## config.mk

```make
export PLATFORM = sky130hd
export DESIGN_NAME = order_book_level_diff_unit
export DESIGN_NICKNAME = d
export VERILOG_FILES = /design/src/design/obld_pkg.sv /design/src/design/obld_front.sv /design/src/design/obld_back.sv /design/src/design/order_book_level_diff_unit.sv
export VERILOG_INCLUDE_DIRS = /design/src /design/src/design
export SDC_FILE = /design/constraint.sdc
export NUM_CORES = 2
export LEC_CHECK = 0
export ABC_AREA = 1
export ABC_CLOCK_PERIOD_IN_PS = 12600
export BUFFER_PORTS_ARGS = -buffer_cell sky130_fd_sc_hd__buf_4
export CAP_MARGIN = 20
export CELL_PAD_IN_SITES_DETAIL_PLACEMENT = 0
export CELL_PAD_IN_SITES_GLOBAL_PLACEMENT = 2
export CORE_MARGIN = 3
export CORE_UTILIZATION = 40
export CTS_CLUSTER_SIZE = 28
export DETAILED_ROUTE_END_ITERATION = 8
export PLACE_DENSITY = 0.74
export SLEW_MARGIN = 25
export SYNTH_ARGS = -nofsm -noshare
export SYNTH_HDL_FRONTEND = slang
export SYNTH_SLANG_ARGS = --single-unit
```

## constraint.sdc

```tcl
create_clock -name clk -period 12.6 [get_ports clk]
set_input_delay 1.26 -clock clk [delete_from_list [all_inputs] [get_ports clk]]
set_output_delay 1.26 -clock clk [all_outputs]
set_load 0.05 [all_outputs]
```

## src/design/order_book_level_diff_unit_defines.svh

```systemverilog
// Assertion macros used by order_book_level_diff_unit.sv to check its own logic.
`ifndef ORDER_BOOK_LEVEL_DIFF_UNIT_DEFINES_SVH
`define ORDER_BOOK_LEVEL_DIFF_UNIT_DEFINES_SVH

// The consequent must hold in the same cycle as the antecedent.
`define OBLD_ASSERT_SAME(lbl, ante, cons, msg) \
  lbl: assert property (@(posedge clk) disable iff (!rst_n) (ante) |-> (cons)) \
    else $error(msg);

// The consequent must hold in the cycle after the antecedent.
`define OBLD_ASSERT_NEXT(lbl, ante, cons, msg) \
  lbl: assert property (@(posedge clk) disable iff (!rst_n) (ante) |=> (cons)) \
    else $error(msg);

`endif

```

## src/design/obld_pkg.sv

```systemverilog
package obld_pkg;

  localparam logic [3:0] EK_TOP_ADD_ASK  = 4'd0;
  localparam logic [3:0] EK_TOP_ADD_BID  = 4'd1;
  localparam logic [3:0] EK_TOP_REM_ASK  = 4'd2;
  localparam logic [3:0] EK_TOP_REM_BID  = 4'd3;
  localparam logic [3:0] EK_DEEP_ADD_ASK = 4'd4;
  localparam logic [3:0] EK_DEEP_ADD_BID = 4'd5;
  localparam logic [3:0] EK_DEEP_REM_ASK = 4'd6;
  localparam logic [3:0] EK_DEEP_REM_BID = 4'd7;
  localparam logic [3:0] EK_IDLE         = 4'd8;

  localparam int IN_TDATA_W  = 56;
  localparam int IN_TUSER_W  = 2;
  localparam int OUT_TDATA_W = 56;

  typedef struct packed {
    logic               side;
    logic [2:0]         level;
    logic signed [31:0] price;
    logic [15:0]        count;
    logic               store;
    logic               merge;
    logic               row_end;
    logic [3:0]         add_kind;
  } obld_cmd_t;

  typedef struct packed {
    logic [3:0]  kind;
    logic [2:0]  level;
    logic [31:0] distance;
    logic [15:0] repeat_count;
  } obld_run_t;

endpackage

```

## src/design/obld_front.sv

```systemverilog
module obld_front #(
  parameter int LEVELS = 8
) (
  input  logic                             clk,
  input  logic                             rst_n,
  input  logic                             in_tvalid,
  output logic                             in_tready,
  input  logic [obld_pkg::IN_TDATA_W-1:0]  in_tdata,
  input  logic [obld_pkg::IN_TUSER_W-1:0]  in_tuser,
  input  logic                             in_tlast,
  output logic                             q_valid,
  output obld_pkg::obld_cmd_t              q_cmd,
  input  logic                             q_pop
);

  localparam logic [1:0] FILL_FULL = 2'd2;

  obld_pkg::obld_cmd_t cmd_in;
  obld_pkg::obld_cmd_t fifo_r [2];
  logic                wr_ptr_r, wr_ptr_nxt;
  logic                rd_ptr_r, rd_ptr_nxt;
  logic [1:0]          fill_r, fill_nxt;
  logic                push;

  always_comb begin
    cmd_in.side     = in_tuser[0];
    cmd_in.level    = in_tdata[2:0];
    cmd_in.price    = in_tdata[34:3];
    cmd_in.count    = in_tdata[50:35];
    cmd_in.store    = ({29'd0, in_tdata[2:0]} < 32'(LEVELS));
    cmd_in.merge    = cmd_in.store && !in_tuser[1];
    cmd_in.row_end  = in_tlast;
    cmd_in.add_kind = ((in_tdata[2:0] == 3'd0) ? obld_pkg::EK_TOP_ADD_ASK
                                               : obld_pkg::EK_DEEP_ADD_ASK)
                      | {3'b000, in_tuser[0]};
  end

  assign in_tready = (fill_r != FILL_FULL);
  assign push      = in_tvalid && in_tready;
  assign q_valid   = (fill_r != 2'd0);
  assign q_cmd     = fifo_r[rd_ptr_r];

  always_comb begin
    wr_ptr_nxt = push  ? ~wr_ptr_r : wr_ptr_r;
    rd_ptr_nxt = q_pop ? ~rd_ptr_r : rd_ptr_r;
    fill_nxt   = fill_r + {1'b0, push} - {1'b0, q_pop};
  end

  always_ff @(posedge clk) begin
    if (!rst_n) begin
      wr_ptr_r <= 1'b0;
      rd_ptr_r <= 1'b0;
      fill_r   <= 2'd0;
    end else begin
      wr_ptr_r <= wr_ptr_nxt;
      rd_ptr_r <= rd_ptr_nxt;
      fill_r   <= fill_nxt;
    end
  end

  always_ff @(posedge clk) begin
    if (push) begin
      fifo_r[wr_ptr_r] <= cmd_in;
    end
  end

endmodule

```

## src/design/obld_back.sv

```systemverilog
module obld_back #(
  parameter int LEVELS = 8
) (
  input  logic                             clk,
  input  logic                             rst_n,
  input  logic                             q_valid,
  input  obld_pkg::obld_cmd_t              q_cmd,
  output logic                             q_pop,
  output logic                             out_tvalid,
  input  logic                             out_tready,
  output logic [obld_pkg::OUT_TDATA_W-1:0] out_tdata,
  output logic                             out_tlast
);

  localparam int NENT   = 2 * LEVELS;
  localparam int EW     = (NENT > 1) ? $clog2(NENT) : 1;
  localparam int CW     = $clog2(LEVELS + 1);
  localparam int MDEPTH = 2 * (2 ** EW);

  typedef enum logic [4:0] {
    ST_IDLE  = 5'b00001,
    ST_READ  = 5'b00010,
    ST_CMP   = 5'b00100,
    ST_FLUSH = 5'b01000,
    ST_MARK  = 5'b10000
  } state_t;

  state_t              state_r, state_nxt;
  obld_pkg::obld_cmd_t cmd_r, cmd_nxt;
  logic [CW-1:0]       cursor_r [2];
  logic [CW-1:0]       cursor_nxt [2];
  logic [1:0]          stopped_r, stopped_nxt;
  logic [NENT-1:0]     ob_r, ob_nxt;
  logic [NENT-1:0]     nb_r, nb_nxt;
  logic                pend_valid_r, pend_valid_nxt;
  obld_pkg::obld_run_t pend_r, pend_nxt;
  logic                out_valid_r, out_valid_nxt;
  obld_pkg::obld_run_t out_run_r, out_run_nxt;
  logic                out_last_r, out_last_nxt;

  logic [47:0]         mem [MDEPTH];
  logic signed [31:0]  rd_price_r;
  logic [15:0]         rd_count_r;

  logic                wr_en;
  logic                rd_en;
  logic [EW-1:0]       q_idx;
  logic [EW-1:0]       o_idx;
  logic [CW-1:0]       cur;
  logic                cur_end;
  logic signed [32:0]  diff;
  logic [32:0]         ndiff;
  logic [3:0]          rem_kind;
  logic                out_free;

  assign q_idx    = EW'(q_cmd.level) + (q_cmd.side ? EW'(LEVELS) : EW'(0));
  assign cur      = cursor_r[cmd_r.side];
  assign o_idx    = EW'(cur) + (cmd_r.side ? EW'(LEVELS) : EW'(0));
  assign cur_end  = (cur >= CW'(LEVELS));
  assign diff     = cmd_r.side
                    ? ({rd_price_r[31], rd_price_r} - {cmd_r.price[31], cmd_r.price})
                    : ({cmd_r.price[31], cmd_r.price} - {rd_price_r[31], rd_price_r});
  assign ndiff    = -diff;
  assign rem_kind = ((cur == CW'(0)) ? obld_pkg::EK_TOP_REM_ASK : obld_pkg::EK_DEEP_REM_ASK)
                    | {3'b000, cmd_r.side};
  assign out_free = !out_valid_r || out_tready;

  always_comb begin
    obld_pkg::obld_run_t run;
    logic                has_run;
    logic                advance;
    logic                more;

    state_nxt      = state_r;
    cmd_nxt        = cmd_r;
    cursor_nxt     = cursor_r;
    stopped_nxt    = stopped_r;
    ob_nxt         = ob_r;
    nb_nxt         = nb_r;
    pend_valid_nxt = pend_valid_r;
    pend_nxt       = pend_r;
    out_valid_nxt  = out_valid_r && !out_tready;
    out_run_nxt    = out_run_r;
    out_last_nxt   = out_last_r;
    q_pop          = 1'b0;
    wr_en          = 1'b0;
    rd_en          = 1'b0;
    run            = '0;
    has_run        = 1'b0;
    advance        = 1'b0;
    more           = 1'b0;

    case (state_r)
      ST_IDLE: begin
        if (q_valid) begin
          q_pop   = 1'b1;
          cmd_nxt = q_cmd;
          if (q_cmd.store) begin
            wr_en         = 1'b1;
            nb_nxt[q_idx] = ~ob_r[q_idx];
          end
          state_nxt = ST_FLUSH;
          if (q_cmd.merge && !stopped_r[q_cmd.side]) begin
            if (q_cmd.count == 16'd0) begin
              stopped_nxt[q_cmd.side] = 1'b1;
            end else begin
              state_nxt = ST_READ;
            end
          end
        end
      end
      ST_READ: begin
        if (cur_end) begin
          stopped_nxt[cmd_r.side] = 1'b1;
          state_nxt               = ST_FLUSH;
        end else begin
          rd_en     = 1'b1;
          state_nxt = ST_CMP;
        end
      end
      ST_CMP: begin
        if (rd_count_r == 16'd0) begin
          stopped_nxt[cmd_r.side] = 1'b1;
          state_nxt               = ST_FLUSH;
        end else begin
          if (diff[32]) begin
            has_run          = 1'b1;
            run.kind         = cmd_r.add_kind;
            run.level        = cmd_r.level;
            run.distance     = (cmd_r.level == 3'd0) ? ndiff[31:0] : 32'd0;
            run.repeat_count = cmd_r.count;
          end else if (diff == 33'sd0) begin
            advance = 1'b1;
            if (cmd_r.count > rd_count_r) begin
              has_run          = 1'b1;
              run.kind         = cmd_r.add_kind;
              run.level        = cmd_r.level;
              run.repeat_count = cmd_r.count - rd_count_r;
            end else if (cmd_r.count < rd_count_r) begin
              has_run          = 1'b1;
              run.kind         = rem_kind;
              run.level        = 3'(cur);
              run.repeat_count = rd_count_r - cmd_r.count;
            end
          end else begin
            has_run          = 1'b1;
            advance          = 1'b1;
            more             = 1'b1;
            run.kind         = rem_kind;
            run.level        = 3'(cur);
            run.repeat_count = rd_count_r;
          end

          if (!(has_run && pend_valid_r && !out_free)) begin
            if (has_run) begin
              if (pend_valid_r) begin
                out_valid_nxt = 1'b1;
                out_run_nxt   = pend_r;
                out_last_nxt  = 1'b0;
              end
              pend_valid_nxt = 1'b1;
              pend_nxt       = run;
            end
            if (advance) begin
              cursor_nxt[cmd_r.side] = cur + CW'(1);
            end
            state_nxt = more ? ST_READ : ST_FLUSH;
          end
        end
      end
      ST_FLUSH: begin
        if (pend_valid_r) begin
          if (out_free) begin
            out_valid_nxt  = 1'b1;
            out_run_nxt    = pend_r;
            out_last_nxt   = !cmd_r.row_end;
            pend_valid_nxt = 1'b0;
            state_nxt      = cmd_r.row_end ? ST_MARK : ST_IDLE;
          end
        end else begin
          state_nxt = cmd_r.row_end ? ST_MARK : ST_IDLE;
        end
      end
      ST_MARK: begin
        if (out_free) begin
          out_valid_nxt            = 1'b1;
          out_run_nxt.kind         = obld_pkg::EK_IDLE;
          out_run_nxt.level        = 3'd0;
          out_run_nxt.distance     = 32'd0;
          out_run_nxt.repeat_count = 16'd1;
          out_last_nxt             = 1'b1;
          ob_nxt                   = nb_r;
          cursor_nxt[0]            = CW'(0);
          cursor_nxt[1]            = CW'(0);
          stopped_nxt              = 2'b00;
          state_nxt                = ST_IDLE;
        end
      end
      default: begin
        state_nxt = ST_IDLE;
      end
    endcase
  end

  always_ff @(posedge clk) begin
    if (!rst_n) begin
      state_r      <= ST_IDLE;
      cursor_r[0]  <= CW'(0);
      cursor_r[1]  <= CW'(0);
      stopped_r    <= 2'b00;
      ob_r         <= '0;
      nb_r         <= '0;
      pend_valid_r <= 1'b0;
      out_valid_r  <= 1'b0;
    end else begin
      state_r      <= state_nxt;
      cursor_r     <= cursor_nxt;
      stopped_r    <= stopped_nxt;
      ob_r         <= ob_nxt;
      nb_r         <= nb_nxt;
      pend_valid_r <= pend_valid_nxt;
      out_valid_r  <= out_valid_nxt;
    end
  end

  always_ff @(posedge clk) begin
    cmd_r      <= cmd_nxt;
    pend_r     <= pend_nxt;
    out_run_r  <= out_run_nxt;
    out_last_r <= out_last_nxt;
  end

  always_ff @(posedge clk) begin
    if (wr_en) begin
      mem[{~ob_r[q_idx], q_idx}] <= {q_cmd.price, q_cmd.count};
    end
  end

  always_ff @(posedge clk) begin
    if (rd_en) begin
      {rd_price_r, rd_count_r} <= mem[{ob_r[o_idx], o_idx}];
    end
  end

  assign out_tvalid = out_valid_r;
  assign out_tlast  = out_last_r;
  assign out_tdata  = {1'b0, out_run_r.repeat_count, out_run_r.distance,
                       out_run_r.level, out_run_r.kind};

endmodule

```

## src/design/order_book_level_diff_unit.sv

```systemverilog
// Channel  Direction  Payload
// in_      slave      tdata: level, price, count; tuser: side, first_row; tlast: row_end
// out_     master     tdata: event_kind, event_level, distance, repeat_count; tlast: last
//
// An item leaves the queue, then each old level that the merge examines takes a snapshot
// memory read followed by a price compare; a further step notes a cursor that has run past
// the last level, and a final step finishes the item. A row end adds the idle marker, and a
// run waits while the output is full.
// Reset is synchronous and active low; the snapshot memory is not cleared.
// A two-entry queue accepts items while the back end works or the output stalls, until it is full.
`include "order_book_level_diff_unit_defines.svh"

module order_book_level_diff_unit #(
  parameter int LEVELS = 8
) (
  input  logic                             clk,
  input  logic                             rst_n,
  input  logic                             in_tvalid,
  output logic                             in_tready,
  // level [2:0], price [34:3], count [50:35], zero fill above
  input  logic [obld_pkg::IN_TDATA_W-1:0]  in_tdata,
  // side [0], first_row [1]
  input  logic [obld_pkg::IN_TUSER_W-1:0]  in_tuser,
  input  logic                             in_tlast,
  output logic                             out_tvalid,
  input  logic                             out_tready,
  // event_kind [3:0], event_level [6:4], distance [38:7], repeat_count [54:39], zero fill
  output logic [obld_pkg::OUT_TDATA_W-1:0] out_tdata,
  output logic                             out_tlast
);

  logic                q_valid;
  logic                q_pop;
  obld_pkg::obld_cmd_t q_cmd;
  logic                idle_seen;
  logic                idle_good;

  obld_front #(
    .LEVELS(LEVELS)
  ) u_front (
    .clk       (clk),
    .rst_n     (rst_n),
    .in_tvalid (in_tvalid),
    .in_tready (in_tready),
    .in_tdata  (in_tdata),
    .in_tuser  (in_tuser),
    .in_tlast  (in_tlast),
    .q_valid   (q_valid),
    .q_cmd     (q_cmd),
    .q_pop     (q_pop)
  );

  obld_back #(
    .LEVELS(LEVELS)
  ) u_back (
    .clk        (clk),
    .rst_n      (rst_n),
    .q_valid    (q_valid),
    .q_cmd      (q_cmd),
    .q_pop      (q_pop),
    .out_tvalid (out_tvalid),
    .out_tready (out_tready),
    .out_tdata  (out_tdata),
    .out_tlast  (out_tlast)
  );

  assign idle_seen = out_tvalid && (out_tdata[3:0] == obld_pkg::EK_IDLE);
  assign idle_good = out_tlast && (out_tdata[54:39] == 16'd1) && (out_tdata[38:4] == 35'd0);

  `OBLD_ASSERT_SAME(a_pop_needs_item, q_pop, q_valid, "queue popped while empty")
  `OBLD_ASSERT_SAME(a_full_has_item, !in_tready, q_valid, "input stalled with empty queue")
  `OBLD_ASSERT_NEXT(a_pop_spacing, q_pop, !q_pop, "back end took two items in a row")
  `OBLD_ASSERT_SAME(a_idle_marker, idle_seen, idle_good, "malformed idle marker")

endmodule

```

==> impl_results.md <==
- CP arrival: 6.49 ns
- Slew @ Worst Pin: 1.10 ns
- Startpoint types: flip-flop
- CTS Buffer Depth: 3
- Commonest non-fill, non-tap cells in the layout: 1858 x edfxtp_1, 965 x nor2_1, 940 x o21ai_0, 812 x nand2_1, 441 x inv_1
- Post-route clock period utilization: 48.1%
- Syn Area/Cell: 12.0 um2
- Vias per inst: 5.58
- Mapped Cells: 6721
- Final WL: 244000 um
- Critical path class: flip-flop to flip-flop
- Yosys top cell by area: edfxtp_1
- CP endpoint kind: flip-flop
- Seq cells post-synth: 1912
- Multi-input gate area: 20900 um2
- Core Box Area: 200000 um2
- Largest net degree at the start of global routing: 200
- Share of cells above drive strength 1: 9.84%
- Core Rows: 164
- Drt drc: 0
- Area share of the largest cell type after synthesis: 69.2%
- Global-route wire length before repair: 355000 um
- Initial core utilization: 40.3%
- Synth Area in XOR/XNOR: 0.431%
- Tmin final: 6.06 ns
- Synthesis-to-finish area growth: 13.0%
- Simple-gate portion of the synthesized area: 11.0%
- Netlist Area Pre-Place: 80600 um2
- Register Area: 56900 um2
- Vias: 53530
- Vias in the first global route: 51375
- CP required: 13.04 ns
- # fillers: 18219
- CTS tree: done
- Met3 GRT Util: 3.19%
- Warnings, synthesis: 0
- Largest family of logic cells by synthesized area: compound AO/OA/AOI/OAI gates
- TritonCTS buffer count: 196
- Drt first-iter violations: 5652
- Maximum fanout along the worst path: 56
- Clock transition at the registers of the reported paths: 0.06 ns
- GP Congestion: 0.824
- Synth Flop Type: edfxtp_1
- Min-delay worst type: flip-flop to flip-flop
- Most used routing layer: met2
- Largest cells by area after synthesis: edfxtp_1 69%, o21ai_0 5.8%, nor2_1 4.6%
- RSZ-0062 raised after global routing: no
- Sequential-to-total area share from yosys stat: 70.5%
- Placed insts: 9227
- Hold-fix buffers at CTS: 0
- Slew HR: 26.7%
- Gr usage total: 23.4%
- Fmax: 165 MHz
- Die W: 455 um
- Die Footprint: 207000 um2
- Final nets: 6939
- # IOs: 122
- Setup TNS: 0 ns
- Max-cap viol count: 0
- Initial antenna violation count: 5
- Port Buf Inserts: 115
- Cell Count, Final, Fillers Out: 9590
- PwrDens: 239 nW/um2
- Congestion Overflow GR: 0
- Drt wl/cell: 25.5 um
- DP HPWL: 137000 um
- CTS resizes: 0
- Synth Area in Compound Gates: 12.3%
- Most common cell after layout, fill and taps aside: edfxtp_1
- Post-synthesis mux area share: 0%
- LEAKAGE: 31.6 nW
- Routing usage on met1: 33.7%
- CTS Root Cell: clkbuf_16
- Post-synthesis cell type count: 64
- Worst-Skew Late Latency: 0.85 ns
- Post-DRT Antenna Nets: 0
- Synthesized Nets: 6890
- Status: completed
- Post-Synth Adder-Cell Area: 1.68%
- Number of synthesized flops with an enable pin: 1858
- H-tree levels: 4
- Final Skew: 0.0398 ns
- Max-slew violation count: 0
- Setup Buffers After CTS: 0
- Final setup viols: 0
- First-pass iteration count of the detailed router: 6
- Ys async rst share: 0%
- CTS sink count: 1912
- IR drop worst, VDD: 0.225 mV
- Final Hold Fails: 0
- Die H: 455 um
- GR Util met2: 37.7%
## critical path, stage by stage (launching register included)
cell     delay, ns
dfxtp_2       0.31
buf_4         0.65
inv_2         0.14
buf_4         0.41
or2_2         0.39
o21ai_1       0.25
nor2_1        0.21
inv_1         0.25
o22ai_1       0.10
nor2_1        0.70
nand2_1       0.10
nand3_1       0.13
nand2_1       0.17
buf_4         0.32
nor2_4        0.62
buf_4         0.79
## final cells by class
class                      count  share of cell area [%]
inverter                     465                    1.94
clock inverter               123                    1.42
tap                         2656                    3.65
timing repair buffer         237                    2.06
antenna                        2                 0.00549
sequential                  1912                    62.4
clock buffer                 237                    5.63
multi-input combinational   3958                    22.9
## power by group
group	internal (W)	switching (W)	total, W
sequential	0.00826	0.000229	0.00849
clock	0.00337	0.00245	0.00582
combinational	0.00183	0.00564	0.00747
total	0.0135	0.00832	0.0218
## routing by layer
layer / wire, um / up-vias
met2: 114000 / 1814
met5: 0 / -
met1: 110000 / 26972
met3: 15300 / 294
met4: 4630 / 0
li1: - / 24450
## metrics by stage
step	util, %	instance area (um2)	hold WS (ns)	total power (W)	setup slack, ns
after global routing	45.6	91100	0.470	0.0229	6.30
after detailed placement	42.3	84700	0.444	0.0161	6.32
final	45.6	91200	0.455	0.0218	6.54
after global placement	42.3	84600	0.435	0.0160	6.40
after CTS	45.5	91100	0.454	0.0219	6.27
after floorplan	-	80600	0.425	0.0133	4.03
## cells by family after synthesis
logic type / after synthesis
other: 1
AND/OR/NAND/NOR: 2162
XOR/XNOR: 38
flip-flops: 1912
AO/OA/AOI/OAI: 1651
buffers and inverters: 851
adder cells (fa/ha/maj): 106
## flip-flops by register name (all words and copies together) (netlist names), named ones only
name and cells:
u_back.state_r 5, u_back.out_tlast 1, u_back.nb_r 16, u_front.wr_ptr_r 1, u_front.fifo_r 110, u_back.stopped_r 2
u_back.pend_valid_r 1, u_back.ob_r 16, u_back.rd_count_r 16, u_back.pend_r 54, u_back.mem 1536, u_back.out_tvalid 1
u_back.out_tdata 55, u_back.cmd_r 54, u_back.cursor_r 8, u_back.rd_price_r 32, u_front.fill_r 2, u_front.rd_ptr_r 1
## path summary, 6_finish.rpt
| path | startpoint | endpoint | slack, ns | cells after the start |
|---|---|---|---|---|
| setup / recovery | flip-flop | u_back.mem[7][43]$_DFFE_PP_ | 6.54 | 15 |
| setup reg to reg | flip-flop | u_back.mem[7][43]$_DFFE_PP_ | 6.54 | 15 |
| hold reg to reg | u_back.nb_r[15]$_SDFFE_PN0P_ | u_back.ob_r[15]$_SDFFE_PN0P_ | 0.45 | 2 |
| hold / removal | u_back.nb_r[15]$_SDFFE_PN0P_ | u_back.ob_r[15]$_SDFFE_PN0P_ | 0.45 | 2 |
## cell usage after synthesis (all sizes together), types with 5 or more instances
library cell / n
o22ai: 111
o21ai: 954
a31oi: 56
nand4: 31
nor2: 1021
ha: 102
edfxtp: 1858
xnor2: 12
or2: 13
o21bai: 6
xor2: 26
o221ai: 301
a21oi: 133
o211ai: 51
inv: 464
clkbuf: 300
a21o: 6
nand3: 196
nand2: 865
nor4: 8
dfxtp: 54
buf: 86
o21a: 5
nor3: 21
a211oi: 11
Note: power is estimated with default switching activity, not from simulation.
